<file path="config.mk">
export PLATFORM = sky130hd
export DESIGN_NAME = base64_stream_encoder
export DESIGN_NICKNAME = d
export VERILOG_FILES = /design/src/rtl/core/b64e_pkg.sv /design/src/rtl/core/b64e_enc.sv /design/src/rtl/core/b64e_ser.sv /design/src/rtl/core/base64_stream_encoder.sv
export VERILOG_INCLUDE_DIRS = /design/src /design/src/rtl/core
export SDC_FILE = /design/constraint.sdc
export NUM_CORES = 1
export LEC_CHECK = 0
export BUFFER_PORTS_ARGS = -buffer_cell sky130_fd_sc_hd__buf_4
export CAP_MARGIN = 20
export CORE_UTILIZATION = 40
export DETAILED_ROUTE_END_ITERATION = 16
export GPL_ROUTABILITY_DRIVEN = 0
export HOLD_SLACK_MARGIN = 0.03
export PLACE_DENSITY = 0.58
export SYNTH_ARGS = -nofsm -noshare
export SYNTH_HDL_FRONTEND = slang
export SYNTH_SLANG_ARGS = --single-unit
</file>
<file path="constraint.sdc">
create_clock -name i_clk -period 5.6 [get_ports i_clk]
set_clock_uncertainty 0.1 [all_clocks]
set_input_delay 0.28 -clock i_clk [delete_from_list [all_inputs] [get_ports i_clk]]
set_output_delay 0.28 -clock i_clk [all_outputs]
set_load 0.05 [all_outputs]
</file>
<file path="src/rtl/core/assert_macros.svh">
// Assertion macros shared by the encoder modules
`ifndef ASSERT_MACROS_SVH
`define ASSERT_MACROS_SVH

// Property that must hold in every cycle out of reset
`define B64E_ASSERT_NOW(lbl, clk, rst_n, prop) \
    lbl: assert property (@(posedge clk) disable iff (!rst_n) (prop)) \
        else $error("b64e assertion failed");

// Consequent must hold in the cycle after the antecedent
`define B64E_ASSERT_NEXT(lbl, clk, rst_n, ante, cons) \
    lbl: assert property (@(posedge clk) disable iff (!rst_n) (ante) |=> (cons)) \
        else $error("b64e assertion failed");

`endif

</file>
<file path="src/rtl/core/b64e_pkg.sv">
package b64e_pkg;

    // Padding character '='
    localparam logic [7:0] PAD_CHAR = 8'h3D;

    // Characters produced for one input item, sent from chars[0] upward
    typedef struct packed {
        logic [3:0][7:0] chars;
        logic [1:0]      last;   // index of the last valid character
        logic            fin;    // item closes the message
    } t_run;

    // Map a 6-bit value onto the standard alphabet
    function automatic logic [7:0] sextet_char(input logic [5:0] v);
        logic [7:0] w;
        logic [7:0] c;
        w = {2'b00, v};
        case (v) inside
            [6'd0:6'd25]:  c = 8'h41 + w;
            [6'd26:6'd51]: c = 8'h61 + w - 8'd26;
            [6'd52:6'd61]: c = 8'h30 + w - 8'd52;
            6'd62:         c = 8'h2B;
            default:       c = 8'h2F;
        endcase
        return c;
    endfunction

endpackage

</file>
<file path="src/rtl/core/b64e_enc.sv">
`include "assert_macros.svh"

module b64e_enc (
    input  logic            i_clk,
    input  logic            i_rst_n,
    input  logic [7:0]      i_byte,
    input  logic            i_fin,
    input  logic            i_ld,
    output b64e_pkg::t_run  o_run
);

    // Place within the current 3-byte group; the spare code is never reached
    typedef enum logic [1:0] {
        PH_FIRST  = 2'd0,
        PH_SECOND = 2'd1,
        PH_THIRD  = 2'd2,
        PH_SPARE  = 2'd3
    } t_phase;

    t_phase     r_phase;
    logic [3:0] r_left;
    t_phase     n_phase;
    logic [3:0] n_left;
    logic [5:0] s0;
    logic [5:0] s1;

    // Sextets and next group state from current phase and byte
    always_comb begin
        s0          = 6'd0;
        s1          = 6'd0;
        n_phase     = PH_FIRST;
        n_left      = 4'd0;
        o_run.chars = {4{b64e_pkg::PAD_CHAR}};
        o_run.last  = 2'd0;
        o_run.fin   = i_fin;
        case (r_phase)
            PH_SECOND: begin
                s0      = {r_left[1:0], i_byte[7:4]};
                s1      = {i_byte[3:0], 2'b00};
                n_phase = PH_THIRD;
                n_left  = i_byte[3:0];
                o_run.chars[0] = b64e_pkg::sextet_char(s0);
                o_run.chars[1] = b64e_pkg::sextet_char(s1);
                o_run.last     = i_fin ? 2'd2 : 2'd0;
            end
            PH_THIRD: begin
                s0      = {r_left, i_byte[7:6]};
                s1      = i_byte[5:0];
                n_phase = PH_FIRST;
                n_left  = 4'd0;
                o_run.chars[0] = b64e_pkg::sextet_char(s0);
                o_run.chars[1] = b64e_pkg::sextet_char(s1);
                o_run.last     = 2'd1;
            end
            default: begin
                // start of group; the unreachable spare phase lands here too
                s0      = i_byte[7:2];
                s1      = {i_byte[1:0], 4'b0000};
                n_phase = PH_SECOND;
                n_left  = {2'b00, i_byte[1:0]};
                o_run.chars[0] = b64e_pkg::sextet_char(s0);
                o_run.chars[1] = b64e_pkg::sextet_char(s1);
                o_run.last     = i_fin ? 2'd3 : 2'd0;
            end
        endcase
        // final byte closes the group
        if (i_fin) begin
            n_phase = PH_FIRST;
            n_left  = 4'd0;
        end
    end

    // Group state, advanced once per loaded item
    always_ff @(posedge i_clk) begin
        if (!i_rst_n) begin
            r_phase <= PH_FIRST;
            r_left  <= 4'd0;
        end else if (i_ld) begin
            r_phase <= n_phase;
            r_left  <= n_left;
        end
    end

    `B64E_ASSERT_NOW(a_phase_legal, i_clk, i_rst_n, r_phase != PH_SPARE)
    `B64E_ASSERT_NEXT(a_fin_clears, i_clk, i_rst_n, i_ld && i_fin, r_phase == PH_FIRST && r_left == 4'd0)
    `B64E_ASSERT_NOW(a_left_clear, i_clk, i_rst_n, r_phase != PH_FIRST || r_left == 4'd0)

endmodule

</file>
<file path="src/rtl/core/b64e_ser.sv">
`include "assert_macros.svh"

module b64e_ser (
    input  logic            i_clk,
    input  logic            i_rst_n,
    input  logic            i_ld,
    input  b64e_pkg::t_run  i_run,
    output logic            o_free,
    output logic            o_out_valid,
    input  logic            i_out_ready,
    output logic [7:0]      o_out_char,
    output logic            o_run_end,
    output logic            o_message_end
);

    logic            r_valid;
    logic [3:0][7:0] r_chars;
    logic [1:0]      r_left;
    logic            r_fin;
    logic            take;
    logic            last;

    assign take = r_valid && i_out_ready;
    assign last = (r_left == 2'd0);

    // Buffer can take a new run once the last character leaves
    assign o_free = !r_valid || (take && last);

    assign o_out_valid   = r_valid;
    assign o_out_char    = r_chars[0];
    assign o_run_end     = last;
    assign o_message_end = last && r_fin;

    // Occupancy and remaining count
    always_ff @(posedge i_clk) begin
        if (!i_rst_n) begin
            r_valid <= 1'b0;
            r_left  <= 2'd0;
        end else if (i_ld) begin
            r_valid <= 1'b1;
            r_left  <= i_run.last;
        end else if (take) begin
            if (last) begin
                r_valid <= 1'b0;
            end else begin
                r_left <= r_left - 2'd1;
            end
        end
    end

    // Character shift line, payload only
    always_ff @(posedge i_clk) begin
        if (i_ld) begin
            r_chars <= i_run.chars;
            r_fin   <= i_run.fin;
        end else if (take) begin
            r_chars <= {8'h00, r_chars[3:1]};
        end
    end

    `B64E_ASSERT_NOW(a_no_overwrite, i_clk, i_rst_n, !i_ld || !r_valid || (take && last))
    `B64E_ASSERT_NEXT(a_hold_stall, i_clk, i_rst_n,
                      r_valid && !i_out_ready && !i_ld, r_valid && $stable(r_left))
    `B64E_ASSERT_NEXT(a_ld_valid, i_clk, i_rst_n, i_ld, r_valid)

endmodule

</file>
<file path="src/rtl/core/base64_stream_encoder.sv">
// Channel   Direction  Handshake                   Payload
// in        input      i_in_valid / o_in_ready     i_data_byte, i_final_byte
// out       output     o_out_valid / i_out_ready   o_out_char, o_run_end, o_message_end
//
// One character leaves per cycle while i_out_ready is high; an item yields
// 1 to 4 characters, so a 3-byte group yields 4 characters (2 on its third
// byte). The first character is presented from the character buffer, which
// an accepted item reaches by way of the input register.
// Reset is synchronous, active low, and returns to the start of a group.
// An output stall holds the current character; the input register still
// takes one more item while the output waits.
module base64_stream_encoder (
    input  logic       i_clk,
    input  logic       i_rst_n,
    input  logic       i_in_valid,
    output logic       o_in_ready,
    input  logic [7:0] i_data_byte,
    input  logic       i_final_byte,
    output logic       o_out_valid,
    input  logic       i_out_ready,
    output logic [7:0] o_out_char,
    output logic       o_run_end,
    output logic       o_message_end
);

    logic           r_in_valid;
    logic [7:0]     r_in_byte;
    logic           r_in_fin;
    logic           ser_free;
    logic           ld;
    b64e_pkg::t_run run;

    // Item moves into the character buffer when that buffer frees up
    assign ld         = r_in_valid && ser_free;
    assign o_in_ready = !r_in_valid || ld;

    // Input register
    always_ff @(posedge i_clk) begin
        if (!i_rst_n) begin
            r_in_valid <= 1'b0;
        end else if (o_in_ready) begin
            r_in_valid <= i_in_valid;
        end
    end

    always_ff @(posedge i_clk) begin
        if (o_in_ready && i_in_valid) begin
            r_in_byte <= i_data_byte;
            r_in_fin  <= i_final_byte;
        end
    end

    b64e_enc u_enc (
        .i_clk   (i_clk),
        .i_rst_n (i_rst_n),
        .i_byte  (r_in_byte),
        .i_fin   (r_in_fin),
        .i_ld    (ld),
        .o_run   (run)
    );

    b64e_ser u_ser (
        .i_clk         (i_clk),
        .i_rst_n       (i_rst_n),
        .i_ld          (ld),
        .i_run         (run),
        .o_free        (ser_free),
        .o_out_valid   (o_out_valid),
        .i_out_ready   (i_out_ready),
        .o_out_char    (o_out_char),
        .o_run_end     (o_run_end),
        .o_message_end (o_message_end)
    );

endmodule
</file>
* Word level (Yosys, flattened, before mapping) *
Cells that the tools add are included.

word-level totals
  output and inout port bits = 12
  input port bits = 13
  logic and storage cells = 155
  flip-flop bits (word level) = 46

cells by class
  reduce and logical (&&, ||, !) cells = 32
  add/subtract/negate cells = 31
  order comparisons = 36
  mux-type cells = 37
  eq/ne operators = 7

operators by type and width
  cell                                                             count
  two-way mux 8 bit                                                18
  adder 7 x 6 -> 8 bit (first input constant)                      12
  less-or-equal comparator 6 bit (second input constant)           12
  subtractor 8 x 5 -> 8 bit (second input constant)                6
  subtractor 8 x 6 -> 8 bit (second input constant)                6
  adder 6 x 6 -> 7 bit (first input constant)                      6
  >= comparator 6 x 1 -> 1 bit (second input constant)             6
  >= comparator 6 x 5 -> 1 bit (second input constant)             6
  >= comparator 6 bit (second input constant)                      6
  less-or-equal comparator 6 x 5 -> 1 bit (second input constant)  6
  case mux 18 bit (2 select lines)                                 1
  two-way mux 16 bit                                               2
  equality test 6 bit (second input constant)                      4
  logical AND 1 bit                                                23
  two-way mux 2 bit                                                6
  two-way mux 3 bit                                                4
  case mux 4 bit (2 select lines)                                  1
  two-way mux 4 bit                                                1
  case mux 2 bit (2 select lines)                                  1
  AND reduction 2 bit                                              2
  nonzero test 2 bit                                               2
  two-way mux 1 bit                                                3
  equality test 2 x 1 -> 1 bit (second input constant)             1
  equality test 2 bit (second input constant)                      1
  other kinds (5)                                                  7

* Logic depth before layout (Yosys ltp) *
  word-level depth = 7
  gate-level depth with buffers = 13
  gate-level depth less buffers = 9

* By module *
Synthesis repeated with hierarchy kept, for this count alone.

second synthesis, totals
  cell total of the unflattened synthesis = 562
  area total of the unflattened synthesis = 5002.3 µm²

by module, submodules not included
  module                 times used  cells each  area an instance (µm²)
  b64e_enc               1           446         3060.4
  b64e_ser               1           101         1606.5
  base64_stream_encoder  1           15          335.3

* Least setup slack after synthesis *
No wires, ideal clock.

  path kind = register to register
  start = register r_in_byte[4]
  end = register u_ser.r_chars, in the netlist u_ser.o_out_char[1], data pin
  arrival time = 2.599 ns
  data required time = 5.242 ns
  path buffers = 2
  cell stages (with the launch flop) = 11
  slack = 2.643 ns
  clock period less this slack = 2.957 ns
  cells stage by stage = edfxtp_1 > clkbuf_1 > inv_1 > ha_1 > clkbuf_1 > nor2_1 > a221oi_1 > nand2b_1 > o311ai_0 > o211ai_1 > o221a_1

on the way
  cells in the longest elaborated chain, start to end = 7

RTL lines
  what                                                     RTL line                     RTL
  from (decl)                                              base64_stream_encoder.sv:27  logic [7:0] r_in_byte;
  from (signal assigned)                                   base64_stream_encoder.sv:48  r_in_byte <= i_data_byte;
  adder 6 x 6 -> 7 bit, or another cell as far along       b64e_pkg.sv:21               [6'd52:6'd61]: c = 8'h30 + w - 8'd52;
  subtractor 8 x 6 -> 8 bit, or another cell as far along  b64e_pkg.sv:21
  two-way mux 8 bit (3 in a row)                           b64e_pkg.sv:18               case (v) inside
  case mux 18 bit (2 select lines) (*)                     b64e_enc.sv:36               case (r_phase)
  two-way mux 16 bit (*)                                   b64e_ser.sv:53               if (i_ld) begin
  to (signal assigned)                                     b64e_ser.sv:54               r_chars <= i_run.chars;
  to (signal assigned)                                     b64e_ser.sv:57               r_chars <= {8'h00, r_chars[3:1]};
  to (decl)                                                b64e_ser.sv:17               logic [3:0][7:0] r_chars;

Mark *: on every way between the ends. The rest lies on a longest branch, timed or not.
A chain may end at the register's enable or synchronous reset.

* Worst setup path after layout *
  start = register r_in_byte[6]
  end = register u_ser.r_chars, in the netlist u_ser.o_out_char[1], data pin

on the way
  cells in the longest elaborated chain, start to end = 7

RTL lines
  what                                                     RTL line
  adder 6 x 6 -> 7 bit, or another cell as far along       b64e_pkg.sv:21
  subtractor 8 x 6 -> 8 bit, or another cell as far along  b64e_pkg.sv:21
  two-way mux 8 bit (3 in a row)                           b64e_pkg.sv:18
  case mux 18 bit (2 select lines) (*)                     b64e_enc.sv:36
  two-way mux 16 bit (*)                                   b64e_ser.sv:53

Marked as above.

==> results.tsv <==
stage	metric	value	unit
status	outcome	completed	
yosys	Cells after Synth	540	
timing	max-slew violations	0	
critical_path	Critical Path Fanout Max	16	
critical_path	Worst Reg-to-Reg Cells	7	
finish	post-route insts no fill	666	
routing	via/cell ratio	6.326	
grt	largest net degree at the start of global routing	20	
timing	minimum clock period	4218	ps
clock_network	CTS Buf Count	5	
pwr	Psw	0.0003010	W
critical_path	Arr. time, crit path	4190	ps
timing	final setup fails	0	
grt	met3 usage	3.493	%
placement	PortBufs	24	
floorplanning	Die Ht	104.6	um
finish	number of diodes	0	
pwr	sw frac	33.82	%
placement	# placed instances	658	
placement	dpl hpwl	9572	um
hold_path	WHS Endpoint	r_in_byte[3]$_DFFE_PP_	
yosys	Adder-Cell Fraction of Synth Area	10.70	%
hold_path	hold_sp	i_data_byte[3]	
grt	M2 GR Usage	39.69	%
yosys	top_reg_cell synth	edfxtp_1	
clock_network	htree depth	2	
clock_network	CTS tree	yes	
clock_network	# resized after CTS	0	
routing	ANT nets after route	0	
timing	Fin Hold WS	45.33	ps
yosys	most frequent cell after synthesis	nand2_1	
yosys	post-synthesis mux area share	2.171	%
yosys	largest family of logic cells by synthesized area	compound AO/OA/AOI/OAI gates	
critical_path	largest stage delay on the critical path	930	ps
critical_path	CP max-delay cell	a221oi_1	
yosys	Area contributors post-synth	edfxtp_1, ha_1, nand2_1, dfxtp_1, xnor2_1	
yosys	Synth top area share	18.55	%
finish	fill count	1063	
clock_network	hold-fix buffers at CTS	0	
critical_path	worst r2r src	r_in_byte[6]$_DFFE_PP_	
yosys	Async S/R FF share, synth	0	%
yosys	Post-Syn Nets	589	
yosys	Commonest cells post-synth	nand2_1, a21oi_1, ha_1, nor2_1, o21ai_0	
yosys	Cell Area, Synth	4208	um2
hold_path	Tightest Hold Check Type	in -> reg	
routing	drt pass-1 iters	5	
yosys	Synth Area in XOR/XNOR	6.453	%
floorplanning	Initial Util	40.94	%
yosys	area share of and/or/nand/nor cells after synthesis	21.62	%
routing	WL per Instance	20.08	um
critical_path	Required @ worst endpoint	5570	ps
pwr	P_int	0.0005890	W
yosys	compound-cell area share of the yosys netlist	26.64	%
clock_network	maximum root-to-sink buffer count	2	
critical_path	cell breakdown of the critical path	clkinv_1, ha_1, a221oi_1, nand2b_1, o311ai_0, o211ai_1, o221a_1	
clock_network	Sinks on Clock Net	38	
critical_path	Worst setup EP type	flip-flop	
timing	Fin Setup TNS	0	ps
yosys	Yosys reg bits	38	
pwr	sequential power share	39.5	%
timing	final period utilization	75.33	%
critical_path	R2R Path End	u_ser.o_out_char[1]$_DFFE_PP_	
routing	DRC violations left	0	
grt	vias in the first global route	3950	
finish	final instance area	4472	um2
floorplanning	Site Rows	37	
hold_path	hold-critical path depth	1	
pwr	Comb power frac	27.5	%
timing	worst-margin pin slew	1080	ps
grt	first-pass GRT wire length	21530	um
clock_network	Post CTS Setup Buffer Count	0	
routing	vias	4213	
finish	FF+latch area	1021	um2
floorplanning	Ports	25	
finish	Multi-input gate area	2844	um2
critical_path	worst path buffer plus inverter count	1	
grt	busiest grt layer	met2	
yosys	Yosys warning count	0	
finish	nets@finish	578	
critical_path	startpoint types	flip-flop	
critical_path	Crit Path Category	reg -> reg	
yosys	Synth area leader	edfxtp_1	
pwr	pwr/cell area	199.0	nW/um2
critical_path	critical path's top delay family	compound AO/OA/AOI/OAI gates	
floorplanning	full die area	10930	um2
yosys	synthesized area per cell	7.792	um2
finish	P&R area growth vs syn	6.274	%
grt	grt total ovfl	0	
clock_network	Worst-Skew Late Latency	300	ps
finish	fraction of layout instances using a drive strength above 1	7.925	%
yosys	post-synthesis cell type count	67	
pwr	clock share of power	32.9	%
grt	initial antenna violation count	0	
timing	Final Hold Viols	0	
routing	Iter 0 DRT Violations	447	
floorplanning	Core Box Area	10280	um2
clock_network	CTS clk-pin slew, worst paths	90	ps
grt	GRT Resource Usage Total	24.96	%
timing	Final WS setup	1382	ps
floorplanning	die width	104.6	um
grt	met1 Usage GRT	35.16	%
timing	Fmax	237.1	MHz
placement	dpl cell area	4334	um2
pwr	Peak VDD IR	0.1016	mV
critical_path	reg2reg setup slack	1380	ps
pwr	static leakage power	1.562	nW
routing	final WL	13370	um
timing	unrepaired setup endpoints after global routing	no	
yosys	EDFF count, synth	26	
run	MaxCap Viol Count	0	
clock_network	clock root buffer	clkbuf_8	
placement	Setup WS pre-CTS	1511	ps
timing	Slew HR	27.12	%
yosys	sequential element share of the synthesized area	24.26	%
layout make-up:
type                       count  share of cell area, %
timing repair buffer          26                  4.365
multi-input combinational    431                  63.60
clock inverter                 3                  1.539
inverter                      27                  2.322
tap                          136                  3.805
sequential                    38                  22.83
clock buffer                   5                  1.539
sequential cells by signal, indices dropped and copies added, names as in the netlist:
name               cells
u_ser.r_chars         10
r_in_valid             1
u_enc.r_phase          2
u_enc.r_left           4
u_ser.o_out_char       8
u_ser.r_fin            1
r_in_fin               1
u_ser.r_left           2
r_in_byte              8
u_ser.o_out_valid      1
layer usage:
layer | part of all wire [%] | vias up
met2 | 45 | 215
met4 | 2.0 | 0
met5 | 0 | -
li1 | - | 1938
met1 | 46 | 2024
met3 | 7.2 | 36
stage by stage:
step / total power (W) / util, %
after floorplan: 0.0005364 / -
after global routing: 0.0009274 / 43.51
after detailed placement: 0.0005964 / 42.17
after global placement: 0.0005946 / 42.17
after CTS: 0.0008875 / 43.51
final: 0.0008900 / 43.51
cells in the final DEF (no fill, tap or decap), types with 14 or more instances in the layout:
| master | instances |
|---|---|
| nor3_1 | 14 |
| nand2_1 | 72 |
| edfxtp_1 | 26 |
| a21oi_1 | 37 |
| ha_1 | 36 |
| inv_1 | 22 |
| nor2_1 | 35 |
| xnor2_1 | 27 |
| o21ai_0 | 28 |
| nand3_1 | 26 |
| buf_4 | 26 |
power by group through the flow:
| stage | clock (W) | combinational, W | sequential, W |
|---|---|---|---|
| detailed placement | 0 | 0.000239 | 0.000357 |
| CTS | 0.000297 | 0.000240 | 0.000351 |
| finish | 0.000293 | 0.000245 | 0.000352 |
| floorplan | 0 | 0.000195 | 0.000341 |
| global route | 0.000307 | 0.000266 | 0.000354 |
| global placement | 0 | 0.000238 | 0.000357 |
how the worst max path moves through the flow:
stage	from	endpoint	slack (ps)	cells past startpoint
3_3_place_gp	r_in_byte[6]$_DFFE_PP_	u_ser.o_out_char[0]$_DFFE_PP_	1570	6
6_report	r_in_byte[6]$_DFFE_PP_	u_ser.o_out_char[1]$_DFFE_PP_	1380	7
5_1_grt	r_in_byte[6]$_DFFE_PP_	u_ser.o_out_char[0]$_DFFE_PP_	1140	6
3_5_place_dp	r_in_byte[6]$_DFFE_PP_	u_ser.o_out_char[1]$_DFFE_PP_	1510	7
4_1_cts	r_in_byte[6]$_DFFE_PP_	u_ser.o_out_char[1]$_DFFE_PP_	1500	7
2_1_floorplan	r_in_byte[4]$_DFFE_PP_	u_ser.o_out_char[1]$_DFFE_PP_	2640	10
cell families (layout without fill, tap and decap cells):
| group | count (synthesis) | in the layout |
|---|---|---|
| AND/OR/NAND/NOR | 193 | 193 |
| AO/OA/AOI/OAI | 162 | 162 |
| buffers and inverters | 71 | 61 |
| flip-flops | 38 | 38 |
| adder cells (fa/ha/maj) | 36 | 36 |
| XOR/XNOR | 31 | 31 |
| multiplexers | 9 | 9 |
No activity file was read; power rests on OpenSTA's default activity.
